<file path="src/rtl/core/stepper_step_pulse_generator_unit_macros.svh">
// ---------------------------------------------------------------------------
// Assertion macros for the step pulse generator
// Concurrent checks clocked on clk and disabled while arst_n is low.
// ---------------------------------------------------------------------------
`ifndef STEPPER_STEP_PULSE_GENERATOR_UNIT_MACROS_SVH
`define STEPPER_STEP_PULSE_GENERATOR_UNIT_MACROS_SVH

`ifndef SYNTHESIS

// property that must hold at every edge outside reset
`define SSPG_ASSERT_HOLDS(label, prop, msg) \
	label: assert property (@(posedge clk) disable iff (!arst_n) (prop)) else $error(msg);

// consequent that must hold in the cycle after the antecedent
`define SSPG_ASSERT_NEXT(label, ante, cons, msg) \
	label: assert property (@(posedge clk) disable iff (!arst_n) (ante) |=> (cons)) \
		else $error(msg);

`else

`define SSPG_ASSERT_HOLDS(label, prop, msg)
`define SSPG_ASSERT_NEXT(label, ante, cons, msg)

`endif

`endif

</file>
<file path="src/rtl/core/sspg_pkg.sv">
// ---------------------------------------------------------------------------
// Step pulse generator package
// Sizes, command codes, transaction types and the period conversion.
// ---------------------------------------------------------------------------
package sspg_pkg;

	localparam int NUM_MOTORS   = 2;
	localparam int COUNTER_BITS = 16;
	localparam int PERIOD_W     = 18;
	localparam int MODE_W       = 2;
	localparam int ID_W         = 2;
	localparam int MASK_W       = 2;
	localparam int CFG_IDX_W    = 1;
	// motors beyond the mask fields are not reported
	localparam int MASK_MOTORS  = (NUM_MOTORS < MASK_W) ? NUM_MOTORS : MASK_W;

	// half-period count = (us * 25 + 32) >> 6
	localparam int HALF_MUL   = 25;
	localparam int HALF_ROUND = 32;
	localparam int HALF_SHIFT = 6;
	localparam int PROD_W     = PERIOD_W + 5;
	localparam int HALF_RAW_W = PROD_W - HALF_SHIFT;

	localparam logic [COUNTER_BITS-1:0] COUNTER_MAX = '1;

	localparam logic [PERIOD_W-1:0] MIN_PERIOD_RESET = PERIOD_W'(100);
	localparam logic [PERIOD_W-1:0] MAX_PERIOD_RESET = PERIOD_W'(167770);

	// command codes
	localparam logic [MODE_W-1:0] MODE_TICK = 2'd0;
	localparam logic [MODE_W-1:0] MODE_RUN  = 2'd1;
	localparam logic [MODE_W-1:0] MODE_STOP = 2'd2;

	// configuration register indexes
	localparam logic [CFG_IDX_W-1:0] CFG_MIN_PERIOD = 1'b0;
	localparam logic [CFG_IDX_W-1:0] CFG_MAX_PERIOD = 1'b1;

	typedef struct packed {
		logic [MODE_W-1:0]   mode;
		logic [ID_W-1:0]     motor_id;
		logic [PERIOD_W-1:0] req_period;
		logic                direction;
	} cmd_t;

	typedef struct packed {
		logic [MASK_W-1:0]   step_levels;
		logic [MASK_W-1:0]   directions;
		logic [MASK_W-1:0]   running_mask;
		logic [PERIOD_W-1:0] period_readback;
	} res_t;

	// period in microseconds to half-period timer counts, saturating
	function automatic logic [COUNTER_BITS-1:0] half_count(input logic [PERIOD_W-1:0] us);
		logic [PROD_W-1:0]     prod;
		logic [HALF_RAW_W-1:0] raw;
		prod = (PROD_W'(us) << 4) + (PROD_W'(us) << 3) + PROD_W'(us) + PROD_W'(HALF_ROUND);
		raw  = prod[PROD_W-1:HALF_SHIFT];
		if (raw > HALF_RAW_W'(COUNTER_MAX)) begin
			return COUNTER_MAX;
		end
		return raw[COUNTER_BITS-1:0];
	endfunction

endpackage

</file>
<file path="src/rtl/core/stepper_step_pulse_generator_unit.sv">
// ---------------------------------------------------------------------------
// Stepper step pulse generator
// Output-compare channels that toggle step pins, on a counter advanced by tick commands.
// ---------------------------------------------------------------------------
//
//  channel  direction  handshake            payload
//  cmd      in         cmd_valid/cmd_stall  cmd (tick, run or stop)
//  res      out        res_valid/res_stall  res (levels, directions, mask, period)
//  cfg      in         cfg_we               cfg_index, cfg_data
//
//  One transaction a cycle while the result is not stalled; a command goes from
//  the input register to the result register, and these two set the rate: every
//  update of counter and channel state is done combinationally between them.
//  A stalled result holds the input register, then stalls cmd.
//  Reset clears the counter, all channel state and loads the period limits.
// ---------------------------------------------------------------------------
module stepper_step_pulse_generator_unit
	import sspg_pkg::*;
(
	input  logic                 clk,
	input  logic                 arst_n,
	input  logic                 cmd_valid,
	output logic                 cmd_stall,
	input  cmd_t                 cmd,
	output logic                 res_valid,
	input  logic                 res_stall,
	output res_t                 res,
	input  logic                 cfg_we,
	input  logic [CFG_IDX_W-1:0] cfg_index,
	input  logic [PERIOD_W-1:0]  cfg_data
);

`include "stepper_step_pulse_generator_unit_macros.svh"

	// configuration
	logic [PERIOD_W-1:0] min_period_q;
	logic [PERIOD_W-1:0] max_period_q;

	// input register and result register
	logic valid_s1;
	cmd_t cmd_s1;
	logic res_valid_q;
	res_t res_q;
	logic proc;

	// channel state
	logic [COUNTER_BITS-1:0] counter_q, counter_d, counter_inc;
	logic [COUNTER_BITS-1:0] compare_q [NUM_MOTORS];
	logic [COUNTER_BITS-1:0] compare_d [NUM_MOTORS];
	logic [COUNTER_BITS-1:0] half_q    [NUM_MOTORS];
	logic [COUNTER_BITS-1:0] half_d    [NUM_MOTORS];
	logic [PERIOD_W-1:0]     stored_period_q [NUM_MOTORS];
	logic [PERIOD_W-1:0]     stored_period_d [NUM_MOTORS];
	logic [NUM_MOTORS-1:0]   running_q, running_d;
	logic [NUM_MOTORS-1:0]   dir_q, dir_d;
	logic [NUM_MOTORS-1:0]   level_q, level_d;

	logic [PERIOD_W-1:0]     period_clamped;
	logic [COUNTER_BITS-1:0] half_new;
	logic [COUNTER_BITS-1:0] start_delay;
	res_t                    res_d;

	// handshake: the input register moves whenever the result register can take
	assign proc      = valid_s1 && (!res_valid_q || !res_stall);
	assign cmd_stall = valid_s1 && !proc;
	assign res_valid = res_valid_q;
	assign res       = res_q;

	// configuration writes
	always_ff @(posedge clk or negedge arst_n) begin
		if (!arst_n) begin
			min_period_q <= MIN_PERIOD_RESET;
			max_period_q <= MAX_PERIOD_RESET;
		end else if (cfg_we) begin
			unique case (cfg_index)
				CFG_MIN_PERIOD: min_period_q <= cfg_data;
				CFG_MAX_PERIOD: max_period_q <= cfg_data;
			endcase
		end
	end

	// input register
	always_ff @(posedge clk or negedge arst_n) begin
		if (!arst_n) begin
			valid_s1 <= 1'b0;
		end else if (!cmd_stall) begin
			valid_s1 <= cmd_valid;
		end
	end

	always_ff @(posedge clk) begin
		if (cmd_valid && !cmd_stall) begin
			cmd_s1 <= cmd;
		end
	end

	// period clamp and conversions
	always_comb begin
		if (cmd_s1.req_period < min_period_q) begin
			period_clamped = min_period_q;
		end else if (cmd_s1.req_period > max_period_q) begin
			period_clamped = max_period_q;
		end else begin
			period_clamped = cmd_s1.req_period;
		end
		half_new    = half_count(period_clamped);
		start_delay = half_count(min_period_q);
		// first match must lie in the future
		if (start_delay == '0) begin
			start_delay = COUNTER_BITS'(1);
		end
	end

	// next channel state for the transaction in the input register
	always_comb begin
		counter_inc     = counter_q + COUNTER_BITS'(1);
		counter_d       = counter_q;
		compare_d       = compare_q;
		half_d          = half_q;
		stored_period_d = stored_period_q;
		running_d       = running_q;
		dir_d           = dir_q;
		level_d         = level_q;
		unique case (cmd_s1.mode)
			MODE_TICK: begin
				counter_d = counter_inc;
				for (int i = 0; i < NUM_MOTORS; i++) begin
					if (compare_q[i] == counter_inc) begin
						if (running_q[i]) begin
							level_d[i]   = ~level_q[i];
							compare_d[i] = compare_q[i] + half_q[i];
						end else begin
							level_d[i] = 1'b0;
						end
					end
				end
			end
			MODE_RUN: begin
				for (int i = 0; i < NUM_MOTORS; i++) begin
					if (cmd_s1.motor_id == ID_W'(i)) begin
						stored_period_d[i] = period_clamped;
						half_d[i]          = half_new;
						dir_d[i]           = cmd_s1.direction;
						if (!running_q[i]) begin
							compare_d[i] = counter_q + start_delay;
							running_d[i] = 1'b1;
						end
					end
				end
			end
			MODE_STOP: begin
				for (int i = 0; i < NUM_MOTORS; i++) begin
					if (cmd_s1.motor_id == ID_W'(i)) begin
						running_d[i]       = 1'b0;
						stored_period_d[i] = '0;
						half_d[i]          = '0;
					end
				end
			end
			default: begin
			end
		endcase
	end

	// result assembly from the updated state
	always_comb begin
		res_d = '0;
		for (int i = 0; i < MASK_MOTORS; i++) begin
			res_d.step_levels[i]  = level_d[i];
			res_d.directions[i]   = dir_d[i];
			res_d.running_mask[i] = running_d[i];
		end
		for (int i = 0; i < NUM_MOTORS; i++) begin
			if (cmd_s1.motor_id == ID_W'(i)) begin
				res_d.period_readback = stored_period_d[i];
			end
		end
	end

	// state registers
	always_ff @(posedge clk or negedge arst_n) begin
		if (!arst_n) begin
			counter_q       <= '0;
			compare_q       <= '{default: '0};
			half_q          <= '{default: '0};
			stored_period_q <= '{default: '0};
			running_q       <= '0;
			dir_q           <= '0;
			level_q         <= '0;
		end else if (proc) begin
			counter_q       <= counter_d;
			compare_q       <= compare_d;
			half_q          <= half_d;
			stored_period_q <= stored_period_d;
			running_q       <= running_d;
			dir_q           <= dir_d;
			level_q         <= level_d;
		end
	end

	// result register
	always_ff @(posedge clk or negedge arst_n) begin
		if (!arst_n) begin
			res_valid_q <= 1'b0;
		end else if (proc) begin
			res_valid_q <= 1'b1;
		end else if (!res_stall) begin
			res_valid_q <= 1'b0;
		end
	end

	always_ff @(posedge clk) begin
		if (proc) begin
			res_q <= res_d;
		end
	end

	// checks
	`SSPG_ASSERT_NEXT(a_tick_advances, proc && cmd_s1.mode == MODE_TICK, counter_q == $past(counter_q) + COUNTER_BITS'(1), "tick did not advance the counter")
	`SSPG_ASSERT_NEXT(a_stop_clears_run, proc && cmd_s1.mode == MODE_STOP && cmd_s1.motor_id == ID_W'(0), !running_q[0], "stop left motor running")
	`SSPG_ASSERT_HOLDS(a_idle_no_period, running_q[0] || stored_period_q[0] == '0, "idle motor holds a period")

endmodule
</file>
<file path="config.mk">
export PLATFORM = sky130hd
export DESIGN_NAME = stepper_step_pulse_generator_unit
export DESIGN_NICKNAME = d
export VERILOG_FILES = /design/src/rtl/core/sspg_pkg.sv /design/src/rtl/core/stepper_step_pulse_generator_unit.sv
export VERILOG_INCLUDE_DIRS = /design/src /design/src/rtl/core
export SDC_FILE = /design/constraint.sdc
export NUM_CORES = 1
export LEC_CHECK = 0
export BUFFER_PORTS_ARGS = -buffer_cell sky130_fd_sc_hd__buf_2
export CORE_UTILIZATION = 40
export CTS_CLUSTER_SIZE = 20
export DETAILED_ROUTE_END_ITERATION = 8
export SETUP_SLACK_MARGIN = 0.4
export SLEW_MARGIN = 10
export SYNTH_ARGS = -nofsm -noshare
export SYNTH_HDL_FRONTEND = slang
export SYNTH_SLANG_ARGS = --single-unit
export TNS_END_PERCENT = 50
</file>
<file path="constraint.sdc">
create_clock -name clk -period 8.3 [get_ports clk]
set_input_delay 2.075 -clock clk [delete_from_list [all_inputs] [get_ports clk]]
set_output_delay 2.075 -clock clk [all_outputs]
set_load 0.05 [all_outputs]
</file>
# Word level (Yosys, flattened, before mapping)
# Index checks and enable logic that the tools add are counted.
dict set report totals {
  mem_bits_rw 0
  romBits 0
  wordCells 120
  latch_bits 0
  regBits 207
  in_bits 47
  n_memories 0
  out_inout_bits 26
}
dict set report classes {
  add_sub_neg 10
  n_bitwise 3
  n_div 0
  n_eq_ne 16
  muxes 45
  multipliers 0
  n_reduce_logical 20
  n_lt_le_gt_ge 4
  shift 0
}
# operator n
set ops {}
lappend ops {{two-way mux 16 bit} 17}
lappend ops {{two-way mux 18 bit} 8}
lappend ops {{case mux 32 bit (2 select lines)} 2}
lappend ops {{case mux 36 bit (2 select lines)} 1}
lappend ops {{adder 16 bit} 3}
lappend ops {{adder 22 x 21 -> 23 bit} 2}
lappend ops {{adder 23 x 18 -> 23 bit} 2}
lappend ops {{adder 23 x 6 -> 23 bit, second input constant} 2}
lappend ops {{> comparator 17 x 16 -> 1 bit, second input constant} 2}
lappend ops {{equality test 16 bit} 2}
lappend ops {{!= test 2 bit, second input constant} 10}
lappend ops {{> comparator 18 bit} 1}
lappend ops {{less-than comparator 18 bit} 1}
lappend ops {{adder 16 x 1 -> 16 bit, second input constant} 1}
lappend ops {{zero test 16 bit} 1}
lappend ops {{two-way mux 1 bit} 14}
lappend ops {{AND reduction 6 bit} 2}
lappend ops {{AND reduction 4 bit} 2}
lappend ops {{AND reduction 2 bit} 3}
lappend ops {{equality test 2 x 1 -> 1 bit, second input constant} 2}
lappend ops {{zero test 1 bit} 4}
lappend ops {{zero test 2 bit} 2}
lappend ops {{two-way mux 2 bit} 2}
lappend ops {{case mux 2 bit (2 select lines)} 1}
lappend ops {{6 further kinds} 11}

# Logic depth before layout (Yosys ltp)
dict set report depth {
  word_depth 12
  depth_mapped 28
  depth_no_buf 28
}

# Worst setup path after synthesis
# OpenSTA, ideal clock, no wires.
dict set report synth_timing {
  kind {register -> register}
  from {register min_period_q[5]}
  to {register compare_q[30] (netlist bit)}
  stages_incl_launch_ff 27
  period_less_slack_ns 6.176
  n_path_buf 0
  setup_time_ns 0.128
  required_ns 8.172
  slack_ns 2.124
  arrival_time_ns 6.048
  cell_sequence {dfstp_2 > inv_1 > fa_1 > inv_1 > ha_1 > ha_1 > nand3_1 > o211ai_1 > o41a_1 > a211oi_1 > nor4_1 > nor2_1 > o31ai_1 > xnor2_1 > o311ai_1 > ha_1 > fa_1 > a21o_1 > a21o_1 > a21oi_1 > o21ai_0 > a41oi_1 > a21oi_1 > a311oi_1 > mux2_2 > o21ai_0 > mux2_1}
}
dict set report synth_via {
  elab_chain_cells 12
}
# item line_no
set synth_lines {}
lappend synth_lines {{from (decl)} stepper_step_pulse_generator_unit.sv:36} ;# logic [PERIOD_W-1:0] min_period_q;
lappend synth_lines {{from (signal assigned)} stepper_step_pulse_generator_unit.sv:76} ;# CFG_MIN_PERIOD: min_period_q <= cfg_data;
lappend synth_lines {{adder 22 x 21 -> 23 bit} sspg_pkg.sv:56} ;# prod = (PROD_W'(us) << 4) + (PROD_W'(us) << 3) + PROD_W'(us) + PROD_W'(HALF_ROUND);
lappend synth_lines {{adder 23 x 18 -> 23 bit (*)} sspg_pkg.sv:56}
lappend synth_lines {{adder 23 x 6 -> 23 bit (*)} sspg_pkg.sv:56}
lappend synth_lines {{> comparator 17 x 16 -> 1 bit} sspg_pkg.sv:58} ;# if (raw > HALF_RAW_W'(COUNTER_MAX)) begin
lappend synth_lines {{two-way mux 1 bit} sspg_pkg.sv:58}
lappend synth_lines {{two-way mux 16 bit (*)} sspg_pkg.sv:61} ;# return raw[COUNTER_BITS-1:0];
lappend synth_lines {{zero test 16 bit} stepper_step_pulse_generator_unit.sv:109} ;# if (start_delay == '0) begin
lappend synth_lines {{two-way mux 16 bit (*)} stepper_step_pulse_generator_unit.sv:109}
lappend synth_lines {{adder 16 bit (*)} stepper_step_pulse_generator_unit.sv:145} ;# compare_d[i] = counter_q + start_delay;
lappend synth_lines {{two-way mux 16 bit (*)} stepper_step_pulse_generator_unit.sv:144} ;# if (!running_q[i]) begin
lappend synth_lines {{two-way mux 16 bit (*)} stepper_step_pulse_generator_unit.sv:140} ;# if (cmd_s1.motor_id == ID_W'(i)) begin
lappend synth_lines {{case mux 32 bit (2 select lines) (*)} stepper_step_pulse_generator_unit.sv:124} ;# unique case (cmd_s1.mode)
lappend synth_lines {{to (signal assigned)} stepper_step_pulse_generator_unit.sv:192} ;# compare_q <= compare_d;
lappend synth_lines {{to (decl)} stepper_step_pulse_generator_unit.sv:48} ;# logic [COUNTER_BITS-1:0] compare_q [NUM_MOTORS];
# Mark *: on every way between the ends. The rest lies on a longest branch, timed or not. The select of a mux whose other input is x is not followed.
# A chain may end at the register's enable or synchronous reset.

# Worst setup path after layout
# Same ends and word-level chain as after synthesis.

==> flow_summary.json <==
{
  "outcome": "finished clean",
  "synth_area_sq_um": 15600,
  "synth.most_common_cell": "nand2_1",
  "yosysTopAreaCell": "dfrtp_1",
  "numCtsBuffers": 25,
  "drtIter0Drc": 853,
  "core-area_sq_um": 38000,
  "area_growth_syn_to_layout_pct": 10.9,
  "grt_pass1_vias": 11900,
  "grt_busiest_layer": "met2",
  "power_mw": 6.46,
  "fin_crit_sh": 0.831,
  "synth_ff_type": "dfrtp_1",
  "async_reset_ff_frac": 0.773,
  "postCtsSetupBuffers": 0,
  "syn_inst": 1635,
  "dp.cells": 2177,
  "antenna_found_initial": 0,
  "finalSetupTns_ns": 0,
  "overflow": 0,
  "vias_per_cell": 5.44,
  "clock_skew_ns": 0.0216,
  "rows": 71,
  "hold_class": "reg -> reg",
  "leakage_nw": 7.75,
  "grt_util_met2": 0.340,
  "pre_cts_ws_ns": 1.43,
  "finalHoldViolations": 0,
  "worstMarginPinSlew_ns": 1.05,
  "synth_top_area_frac": 0.236,
  "cts_max_path_buffers": 3,
  "worst_slack_ns": 1.40,
  "start_kind": "flip-flop",
  "cts_resized": 0,
  "clk_latency_ns": 0.55,
  "yosysWarningCount": 0,
  "worstSetupPathType": "reg -> reg",
  "num_vias": 12100,
  "crit_arrival_ns": 7.33,
  "first_pass_iters": 5,
  "post_drt_wl_per_cell_microns": 18.3,
  "die-area_sq_um": 39700,
  "ant_nets": 0,
  "cp-end-kind": "flip-flop",
  "grt_usage": 0.210,
  "grt_pass1_wl_microns": 65100,
  "worstPathMaxFanout": 10,
  "grt_use_met3": 0.0267,
  "grt_max_degree": 92,
  "clockRootBuffer": "clkbuf_16",
  "syn_nets": 1871,
  "htreeDepth": 1,
  "clock-sinks": 207,
  "fin_area_sq_um": 17300,
  "place_area_sq_um": 16500,
  "hold_ws_ns": 0.479,
  "io_pins": 73,
  "start_util": 0.409,
  "synth.distinct_cells": 79,
  "avgSynthCellArea_sq_um": 9.52,
  "gp_congestion": 0.905,
  "maxCapViolations": 0,
  "die_x_microns": 199,
  "powerDensity_nw_per_um2": 374,
  "cp.required_ns": 8.73,
  "port_buffers": 72,
  "nFillCells": 3700,
  "setup_viol": 0,
  "dp_hpwl_microns": 30600,
  "final_core_util": 0.454,
  "stdcell_count": 2222,
  "synth_common_cells": "198 x nand2_1, 156 x ha_1, 147 x dfrtp_1",
  "wirelength_microns": 40600,
  "fin_crit_ns": 6.90,
  "synth-edff-count": 47,
  "ys_seq_elements": 207,
  "clk_pin_slew_ns": 0.06,
  "drc": 0,
  "timing.fmax_mhz": 145,
  "yosys-top-cells-area": "dfrtp_1 24%, ha_1 13%, edfxtp_1 9.1%",
  "ir_worst_vdd_mv": 0.159,
  "rsz0062_at_grt": "no",
  "diodes": 0,
  "slew_headroom": 0.291,
  "use_met1": 0.288,
  "die_h_microns": 199,
  "seq_area_frac_synth": 0.349,
  "postCtsHoldBufs": 0,
  "finalMaxSlewViolations": 0,
  "cts_tree": "done",
  "nets": 1929,
  "drive_gt1_frac": 0.118
}
cell type report:
| type | instances | area (sq um) | share of cell area |
|---|---|---|---|
| Multi-Input combinational cell | 1257 | 9480 | 0.549 |
| Sequential cell | 207 | 5430 | 0.315 |
| Clock buffer | 34 | 669 | 0.0388 |
| Tap cell | 511 | 639 | 0.0370 |
| Timing Repair Buffer | 93 | 524 | 0.0304 |
| Inverter | 109 | 409 | 0.0237 |
| Clock inverter | 11 | 105 | 0.00609 |
cell usage in the layout (no fill, tap or decap), drive strengths merged, types with 11 or more instances in the layout:
| cell | count |
|---|---|
| edfxtp | 47 |
| nand4 | 13 |
| a31oi | 38 |
| a211oi | 32 |
| nor3 | 27 |
| nand2b | 16 |
| or2 | 13 |
| nor2 | 59 |
| o21ai | 152 |
| clkbuf | 34 |
| nor2b | 28 |
| inv | 110 |
| a21oi | 57 |
| dfrtp | 147 |
| mux2i | 21 |
| fa | 33 |
| a22oi | 33 |
| o31ai | 11 |
| xor2 | 51 |
| buf | 93 |
| ha | 156 |
| dfstp | 13 |
| xnor2 | 66 |
| mux2 | 36 |
| nand3 | 30 |
| o211ai | 21 |
| nand2 | 198 |
| o21a | 23 |
| a21o | 25 |
cell families after synthesis:
family,Yosys count,share of synthesized area
AOI/OAI and AO/OA,451,0.187
xor gates and xnor gates,125,0.0785
adders and majority gates,189,0.168
buffers and inverters,171,0.0440
DFF,207,0.349
muxes,57,0.0406
and+or+nand+nor,435,0.133
final timing paths:
path	start	endpoint	slack, ns	cells after the start
worst max-delay path	min_period_q[5]$_DFFE_PN1P_	compare_q[30]$_DFFE_PN0P_	1.40	26
worst min-delay path	stored_period_q[30]$_DFFE_PN0P_	stored_period_q[30]$_DFFE_PN0P_	0.48	2
worst max register to register	min_period_q[5]$_DFFE_PN1P_	compare_q[30]$_DFFE_PN0P_	1.40	26
worst min register to register	stored_period_q[30]$_DFFE_PN0P_	stored_period_q[30]$_DFFE_PN0P_	0.48	2
max in group asynchronous	arst_n	stored_period_q[6]$_DFFE_PN0P_	5.13	2
min in group asynchronous	arst_n	counter_q[7]$_DFFE_PN0P_	1.61	1
worst max-delay path, cell delays in order (launching register included):
cell	delay, ns
dfstp_2	0.56
inv_1	0.11
fa_1	0.52
inv_1	0.05
ha_1	0.29
ha_1	0.37
nand3_1	0.12
o211ai_1	0.12
o41a_1	0.38
a211oi_1	0.35
nor4_1	0.11
nor2_1	0.21
o31ai_1	0.12
xnor2_1	0.53
o311ai_1	0.21
ha_1	0.27
fa_1	0.41
a21o_1	0.18
a21o_1	0.20
a21oi_1	0.18
o21ai_0	0.17
a41oi_1	0.29
a21oi_1	0.15
a311oi_1	0.32
mux2_2	0.21
o21ai_0	0.07
mux2_1	0.30
state kept, by name, summed over array words and instances, names as in the netlist:
signal,count
stored_period_q,36
compare_q,32
half_q,32
res,24
cmd_s1,23
max_period_q,18
min_period_q,18
counter_q,16
dir_q,2
level_q,2
running_q,2
res_valid,1
valid_s1,1
routing by layer:
metal	part of all wire	routed length [microns]
met4	0.032	1310
met3	0.038	1540
met2	0.46	18600
met1	0.47	19200
met5	0	0
power breakdown:
group	switching (mW)	internal, mW
Clock	0.439	0.624
Sequential	0.245	1.29
Combinational	2.23	1.63
Total	2.91	3.55
Power figures use the tool's default switching activity.
